File: config.mk
export PLATFORM = sky130hd
export DESIGN_NAME = hlzd_out_fifo
export DESIGN_NICKNAME = d
export VERILOG_FILES = /design/src/hdl/hlzd_pkg.sv /design/src/hdl/hlzd_out_fifo.sv
export SDC_FILE = /design/constraint.sdc
export NUM_CORES = 1
export LEC_CHECK = 0
export ABC_AREA = 0
export BUFFER_PORTS_ARGS = -buffer_cell sky130_fd_sc_hd__clkbuf_2
export CAP_MARGIN = 10
export CELL_PAD_IN_SITES_DETAIL_PLACEMENT = 0
export CELL_PAD_IN_SITES_GLOBAL_PLACEMENT = 1
export CORE_MARGIN = 4
export CORE_UTILIZATION = 49
export DETAILED_ROUTE_END_ITERATION = 10
export PLACE_DENSITY_LB_ADDON = 0.25
export SLEW_MARGIN = 40
export SYNTH_ARGS = -nofsm -noshare
export SYNTH_HDL_FRONTEND = slang
export SYNTH_SLANG_ARGS = --single-unit
File: constraint.sdc
create_clock -name clk -period 2.15 [get_ports clk]
set_input_delay 0 -clock clk [delete_from_list [all_inputs] [get_ports clk]]
set_output_delay 0 -clock clk [all_outputs]
set_load 0.05 [all_outputs]
File: src/hdl/hlzd_pkg.sv
// Package: shared types, constants and helpers for the LZ byte-stream decompressor.
`default_nettype none
package hlzd_pkg;

  localparam int HIST_DEPTH = 32768;
  localparam int HIST_AW    = $clog2(HIST_DEPTH);
  localparam int WP_W       = $clog2(HIST_DEPTH + 1);
  localparam int FIFO_DEPTH = 4;
  localparam int FIFO_AW    = $clog2(FIFO_DEPTH);
  localparam int FIFO_CW    = $clog2(FIFO_DEPTH + 1);

  localparam logic [7:0] END_BYTE = 8'hFF;

  typedef enum logic [2:0] {
    ST_OK       = 3'd0,
    ST_BUSY     = 3'd1,
    ST_EMPTY    = 3'd2,
    ST_END      = 3'd3,
    ST_OVERFLOW = 3'd4
  } status_t;

  typedef enum logic [2:0] {
    PH_CMD     = 3'd0,
    PH_LEN     = 3'd1,
    PH_ARG1    = 3'd2,
    PH_ARG2    = 3'd3,
    PH_LITWAIT = 3'd4,
    PH_EMIT    = 3'd5
  } phase_t;

  typedef enum logic [2:0] {
    K_LIT  = 3'd0,
    K_REP  = 3'd1,
    K_PAIR = 3'd2,
    K_SEQ  = 3'd3,
    K_FWD  = 3'd4,
    K_INV  = 3'd5,
    K_REV  = 3'd6
  } kind_t;

  typedef struct packed {
    status_t     status;
    logic [7:0]  out_byte;
    logic [15:0] out_count;
  } result_t;

  function automatic kind_t kind_of(input logic [2:0] f);
    kind_t k;
    unique case (f)
      3'd0:    k = K_LIT;
      3'd1:    k = K_REP;
      3'd2:    k = K_PAIR;
      3'd3:    k = K_SEQ;
      3'd5:    k = K_INV;
      3'd6:    k = K_REV;
      default: k = K_FWD;
    endcase
    return k;
  endfunction

  function automatic logic [7:0] bit_rev(input logic [7:0] v);
    logic [7:0] r;
    for (int i = 0; i < 8; i++) begin
      r[i] = v[7 - i];
    end
    return r;
  endfunction

endpackage
`default_nettype wire

File: src/hdl/hlzd_out_fifo.sv
// Result queue: small register FIFO that decouples the pipeline from the consumer.
`default_nettype none
module hlzd_out_fifo (
  input  wire logic                        clk,
  input  wire logic                        rst_n,
  input  wire logic                        push,
  input  hlzd_pkg::result_t                push_data,
  input  wire logic                        pop_ready,
  output logic                             pop_valid,
  output hlzd_pkg::result_t                pop_data,
  output logic [hlzd_pkg::FIFO_CW-1:0]     count
);

  hlzd_pkg::result_t                 slot_r [hlzd_pkg::FIFO_DEPTH];
  logic [hlzd_pkg::FIFO_AW-1:0]      head_r, head_nxt;
  logic [hlzd_pkg::FIFO_AW-1:0]      tail_r, tail_nxt;
  logic [hlzd_pkg::FIFO_CW-1:0]      count_r, count_nxt;
  logic                              pop;

  function automatic logic [hlzd_pkg::FIFO_CW-1:0] FIFO_CW_ONE(input logic b);
    return {{(hlzd_pkg::FIFO_CW-1){1'b0}}, b};
  endfunction

  assign pop_valid = (count_r != '0);
  assign pop_data  = slot_r[head_r];
  assign pop       = pop_valid && pop_ready;
  assign count     = count_r;

  always_comb begin
    head_nxt  = pop ? head_r + 1'b1 : head_r;
    tail_nxt  = push ? tail_r + 1'b1 : tail_r;
    count_nxt = count_r + FIFO_CW_ONE(push) - FIFO_CW_ONE(pop);
  end

  always_ff @(posedge clk) begin
    if (!rst_n) begin
      head_r  <= '0;
      tail_r  <= '0;
      count_r <= '0;
    end else begin
      head_r  <= head_nxt;
      tail_r  <= tail_nxt;
      count_r <= count_nxt;
    end
  end

  always_ff @(posedge clk) begin
    if (push) begin
      slot_r[tail_r] <= push_data;
    end
  end

endmodule
`default_nettype wire

==> flow_metrics.tcl, run 1 <==
set metrics [dict create \
    start_kind "register" \
    path_clk_slew_ns 0.06 \
    outcome "finished clean" \
    path_class "reg2reg" \
    pin_count 62 \
    final_nets 339 \
    num_vias 2139 \
    numCtsBuffers 17 \
    drt_iter0_markers 87 \
    netlist_instances 185 \
    grt_pass1_wl_um 11300 \
    leakage_nw 2.098 \
    cpMostUsedCell "ha_1" \
    drt-total-wl_um 7254 \
    r2r_cells 6 \
    ys_seq_area_share_pct 77.57 \
    vias_per_cell 5.069 \
    ys_types 20 \
    async_flop_share_pct 0 \
    syn_area_mm2 0.004413 \
    cp.arrival_ns 2.43 \
    cts_root_buf "clkbuf_8" \
    place_hpwl_um 4385 \
    synth_area_leaders "edfxtp_1 73%, mux4_2 10%, mux4_1 4.2%" \
    rsz0062_at_grt "false" \
    p_per_area_mw_per_mm2 1230 \
    cp_max_fo 5 \
    fillers 608 \
    fin_crit_sh_pct 94.46 \
    ff_latch_area_mm2 0.003428 \
    grt_start_max_net_pins 28 \
    synthTopCellsByCount "108 x edfxtp_1, 20 x mux4_2, 9 x dfxtp_1" \
    clock_latency_ns 0.51 \
    post-route-drc-count 0 \
    crit_chain "o31a_1 -> ha_1 -> inv_1 -> ha_1 -> and2_1 -> dlygate4sd3_1" \
    ys.flop_type "edfxtp_1" \
    ir_drop_uv 858.0 \
    synth.most_common_cell "edfxtp_1" \
    wl_per_cell_um 17.19 \
    p_int_mw 4.913 \
    antenna_found_initial 0 \
    synth_edf_count 108 \
    drv_slew 0 \
    final_util_pct 65.81 \
    power.share.sequential_pct 38.6 \
    grt_util_all_layers_pct 15.10 \
    worstMarginPinSlew_ns 0.4125 \
    portBuffers 61 \
    fmax_ghz 0.4924 \
    die_h_um 102.9 \
    cp_num_buf_inv 2 \
    core_mm2 0.008763 \
    clock_power_share_pct 37.2 \
    min_period_ns 2.031 \
    start_util_pct 50.36 \
    die_w_um 102.9 \
    finalHoldViolCount 0 \
    rows 34 \
    fin_skew_ns 0.005771 \
    placed_cells 358 \
    pre_cts_ws_ns 0.1403 \
    grt_pass1_vias 2258 \
    drive_gt1_share_pct 39.49 \
    p_sw_mw 2.183 \
    slew_headroom_pct 72.15 \
    syn-num-nets 223 \
    synth_area_per_cell_um2 23.85 \
    clockBufferDepth 2 \
    gp_congestion 0.7053 \
    cp_top_family "buffers and inverters" \
    crit_required_ns 2.55 \
    dieArea_mm2 0.01059 \
    setup_ws_ns 0.1190 \
    max_stage_delay_ns 0.54 \
    cts-htree-levels 4 \
    cpMaxStageDelayCell "dlygate4sd3_1" \
    fin_cells 422 \
    ys_ff_latch 117 \
    holdCritPathClass "in2reg" \
    diodes 0 \
    overflow 0 \
    final.setup.tns_ns 0 \
    setup_viol 0 \
    path_depth 6 \
    whs_path_depth 2 \
    cap_viol_max_count 0 \
    area_growth_pct 30.68 \
    synth_area_leader_cell "edfxtp_1" \
    ant_nets 0 \
    multi_input_area_um2 900.9 \
    netlist.area_leader.share_pct 73.49 \
    netSwitchingFraction_pct 30.77 \
    crit_path_end_kind "register" \
    yosysWarnings 0 \
    drtPass1Iterations 4 \
    cts_tree "done" \
    clkSinkCount 117 \
    combPwrFrac_pct 24.2 \
]
## flip-flops by register name, indices dropped and copies added, names as in the netlist, named ones only
name / cells
slot_r: 108
count: 3
head_r: 2
tail_r: 2
## area by class of cell
| type | instances | area share, % |
|---|---|---|
| Timing Repair Buffer | 103 | 12.32 |
| Sequential cell | 117 | 59.45 |
| Clock inverter | 14 | 2.625 |
| Inverter | 6 | 0.3905 |
| Multi-Input combinational cell | 56 | 15.62 |
| Tap cell | 108 | 2.343 |
| Clock buffer | 18 | 7.247 |
## metrics by stage
step	total power, mW	hold WS, ns	area, µm²
after floorplan	4.126	0.09887	4414
after global placement	4.449	0.2159	4877
after detailed placement	4.466	0.2227	4877
after CTS	7.169	0.2224	5759
after global routing	7.397	0.2326	5767
final	7.096	0.2480	5767
## power groups by stage
| stage | clock network, mW | registers [mW] | logic, mW |
|---|---|---|---|
| 2_1_floorplan | 0 | 2.81 | 1.32 |
| 3_3_place_gp | 0 | 2.78 | 1.67 |
| 3_5_place_dp | 0 | 2.79 | 1.68 |
| 4_1_cts | 2.69 | 2.74 | 1.74 |
| 5_1_grt | 2.81 | 2.76 | 1.83 |
| 6_report | 2.64 | 2.74 | 1.72 |
## layout by cell type, fill, tap and decap left out, types with 2 or more instances in the layout
cell and instances:
inv_1 6, mux4_1 7, and2_1 8, clkbuf_16 16
buf_4 10, bufinv_16 2, nand2_1 2, clkinv_4 2
dlygate4sd3_1 31, dfxtp_1 7, mux2i_1 4, inv_6 4
nand2b_1 2, clkinvlp_4 4, edfxtp_1 108, mux4_2 20
ha_1 6, clkbuf_2 61
## worst reg2reg max path, stage by stage (launching register included)
cell and delay [ns]:
dfxtp_1 0.35, o31a_1 0.33, ha_1 0.27, inv_1 0.04, ha_1 0.25, and2_1 0.13
dlygate4sd3_1 0.54
## layer usage
layer,GRT usage (%),wire length [µm],part of all wire [%]
met1,18.95,3106,43
met2,23.63,3632,50
met3,6.360,416,5.7
met4,5.677,99,1.4
met5,0,0,0
## final timing paths
path              slack (ns)                    from                       to
setup / recovery        0.12     count[2]$_SDFF_PN0_      count[0]$_SDFF_PN0_
setup reg to reg        0.12     count[2]$_SDFF_PN0_      count[0]$_SDFF_PN0_
hold / removal          0.25           push_data[13]  slot_r[2][13]$_DFFE_PP_
hold reg to reg         0.49  head_r[1]$_SDFFE_PN0P_   head_r[1]$_SDFFE_PN0P_
## logic make-up after synthesis
kind of cell             Yosys count  share of synthesized area (%)
buffers and inverters             12                          2.013
adder cells (fa/ha/maj)            7                          2.155
XOR/XNOR                           2                         0.7088
flip-flops                       117                          77.57
multiplexers                      31                          15.28
AND/OR/NAND/NOR                   14                          1.872
AO/OA/AOI/OAI                      2                         0.3970
## timing repair
item / in CTS / in global routing
pin swaps: 0 / 1
endpoints found under the setup margin: 5 / 1
hold buffers: 31 / 0
buffers inserted: 0 / 1
gates resized for setup: 1 / 0
endpoints found under the hold margin: 117 / 0
Note: power is estimated with default switching activity, not from simulation.
==> run 2, diff against run 1 <==
Settings changed: CORE_UTILIZATION 49 to 40, SLEW_MARGIN 40 to 15.
==> run 2 against run 1 <==
Sequential power about the same. Core utilization fell by 12 points. Worst setup slack improved by 0.017 ns. Count of clock-buffer cells in the layout shrank 1. Via count is 0.23% lower. Sequential share of layout area down 0.33 points. Final area increased by 0.56%. Clock power is essentially flat. Worst hold slack better by 0.0011 ns. Clock skew up 0.0048 ns. Critical path depth fell by 3. Critical endpoint is now pop_data[5].
==> flow_metrics.tcl, run 2 (synthesized netlist as in run 1, its figures left out) <==
set metrics [dict create \
    cp_top_family "multiplexers" \
    r2r_end "count[2]$_SDFF_PN0_" \
    ff_latch_area_mm2 0.003428 \
    overflow 0 \
    whs_path_depth 2 \
    ff2ff_setup_slack_ns 0.15 \
    path_class "reg2out" \
    core_mm2 0.01084 \
    start_kind "register" \
    antenna_found_initial 0 \
    min_from "push_data[26]" \
    cts_tree "done" \
    grt_pass1_wl_um 12340 \
    layout_commonest_cell "edfxtp_1" \
    clkSinkCount 117 \
    cp_max_fo 21 \
    leakage_nw 2.094 \
    slew_headroom_pct 69.75 \
    fmax_ghz 0.4966 \
    p_per_area_mw_per_mm2 1222 \
    rows 38 \
    setup_viol 0 \
    cp.arrival_ns 2.01 \
    drt_iter0_markers 119 \
    grt_util_all_layers_pct 13.15 \
    hold_ws_ns 0.2491 \
    path_depth 3 \
    top_register "slot_r" \
    post-route-drc-count 0 \
    cap_viol_max_count 0 \
    ant_nets 0 \
    largest_reg_flops 108 \
    multi_input_area_um2 900.9 \
    max_stage_delay_ns 0.58 \
    min_to "slot_r[2][26]$_DFFE_PP_" \
    crit_chain "buf_12 -> mux4_1 -> clkbuf_2" \
    dieArea_mm2 0.01278 \
    drt-total-wl_um 7753 \
    area_growth_pct 31.41 \
    vias_per_cell 4.742 \
    final_nets 335 \
    crit_required_ns 2.15 \
    path_clk_slew_ns 0.06 \
    drive_gt1_share_pct 39.35 \
    start_util_pct 40.71 \
    cts_root_buf "clkbuf_8" \
    portBuffers 61 \
    clockBufferDepth 2 \
    fin_crit_sh_pct 93.67 \
    cts-htree-levels 4 \
    final.setup.tns_ns 0 \
    grt_start_max_net_pins 28 \
    grt_pass1_vias 2362 \
    pin_count 62 \
    rsz0062_at_grt "false" \
    die_h_um 113.0 \
    drv_slew 0 \
    outcome "finished clean" \
    drtPass1Iterations 4 \
    cp_num_buf_inv 2 \
    fin_skew_ns 0.01059 \
    fillers 876 \
    r2r-start "count[1]$_SDFF_PN0_" \
    postCtsSetupRepairBufs 0 \
    worstMarginPinSlew_ns 0.4481 \
    holdCritPathClass "in2reg" \
    ir_drop_uv 744.0 \
    cpMaxStageDelayCell "mux4_1" \
    num_vias 2134 \
    numCtsBuffers 17 \
    final_cell_mix "108 x edfxtp_1, 61 x clkbuf_2, 30 x dlygate4sd3_1" \
    crit_path_end_kind "output port" \
    wl_per_cell_um 17.23 \
    die_w_um 113.0 \
    diodes 0 \
    r2r_cells 7 \
    gp_congestion 0.6933 \
    clock_latency_ns 0.51 \
    min_period_ns 2.014 \
    finalHoldViolCount 0 \
]
[run 2: changes by cell type in the layout (fill, tap and decap cells not counted), sizes merged]
cell         change
buf              -3
dlygate4sd3      -1
clkbuf           -1
clkinvlp         -2
inv              -2
clkinv           +5
[run 2: layout make-up]
| cell class | instances | area share (%) |
|---|---|---|
| flip-flops and latches | 117 | 59.12 |
| clock inverters | 15 | 2.675 |
| multi-input cells | 56 | 15.53 |
| clock buffers | 17 | 7.141 |
| well taps | 140 | 3.020 |
| repair buffers | 99 | 12.13 |
| inverters | 6 | 0.3883 |
[run 2: report_power, final]
part / switching [mW] / leakage, nW / internal [mW]
combinational: 1.12 / 0.751 / 0.596
sequential: 0.0846 / 1.07 / 2.64
clock: 0.999 / 0.276 / 1.65
[run 2: worst register-to-register path, delay by kind of cell, from the launching register on]
family	cells	cell delay, ns
xor+xnor	1	0.17
compound gates	1	0.36
flops	1	0.35
buf+inv	1	0.04
simple gates	1	0.15
fa+ha+maj	3	0.83
[run 2: per-layer routing]
metal / global-route usage (%) / vias to the layer above / wire, µm
met5: 0 / - / 0
met4: 5.769 / 0 / 107
met3: 4.225 / 9 / 312
met2: 21.92 / 51 / 3938
met1: 15.71 / 1080 / 3394
li1: - / 994 / -
[run 2: how the worst max path moves through the flow]
stage | from | to | slack, ns
after detailed placement | count[1]$_SDFF_PN0_ | count[2]$_SDFF_PN0_ | 0.16
after floorplan | count[0]$_SDFF_PN0_ | count[2]$_SDFF_PN0_ | 0.003
after global placement | count[1]$_SDFF_PN0_ | count[2]$_SDFF_PN0_ | 0.18
after CTS | register | pop_data[5] | 0.07
final | register | pop_data[5] | 0.14
after global routing | register | pop_data[4] | 0.02
[run 2: what timing repair did]
action | 4_1_cts | 5_1_grt
endpoints found under the setup margin | 2 | 0
hold buffers | 30 | 0
resized for setup | 1 | 0
endpoints found under the hold margin | 117 | 0
[run 2: per-stage QoR]
step / cells / util (%) / power [mW] / worst slack [ns] / area (µm²)
after floorplan: 185 / - / 4.126 / 0.002711 / 4414
after detailed placement: 388 / 45.45 / 4.478 / 0.1636 / 4927
final: 450 / 53.50 / 7.089 / 0.1362 / 5799
after CTS: 450 / 53.50 / 7.170 / 0.06736 / 5799
after global placement: 388 / 45.45 / 4.467 / 0.1790 / 4927
after global routing: 450 / 53.50 / 7.389 / 0.02358 / 5799
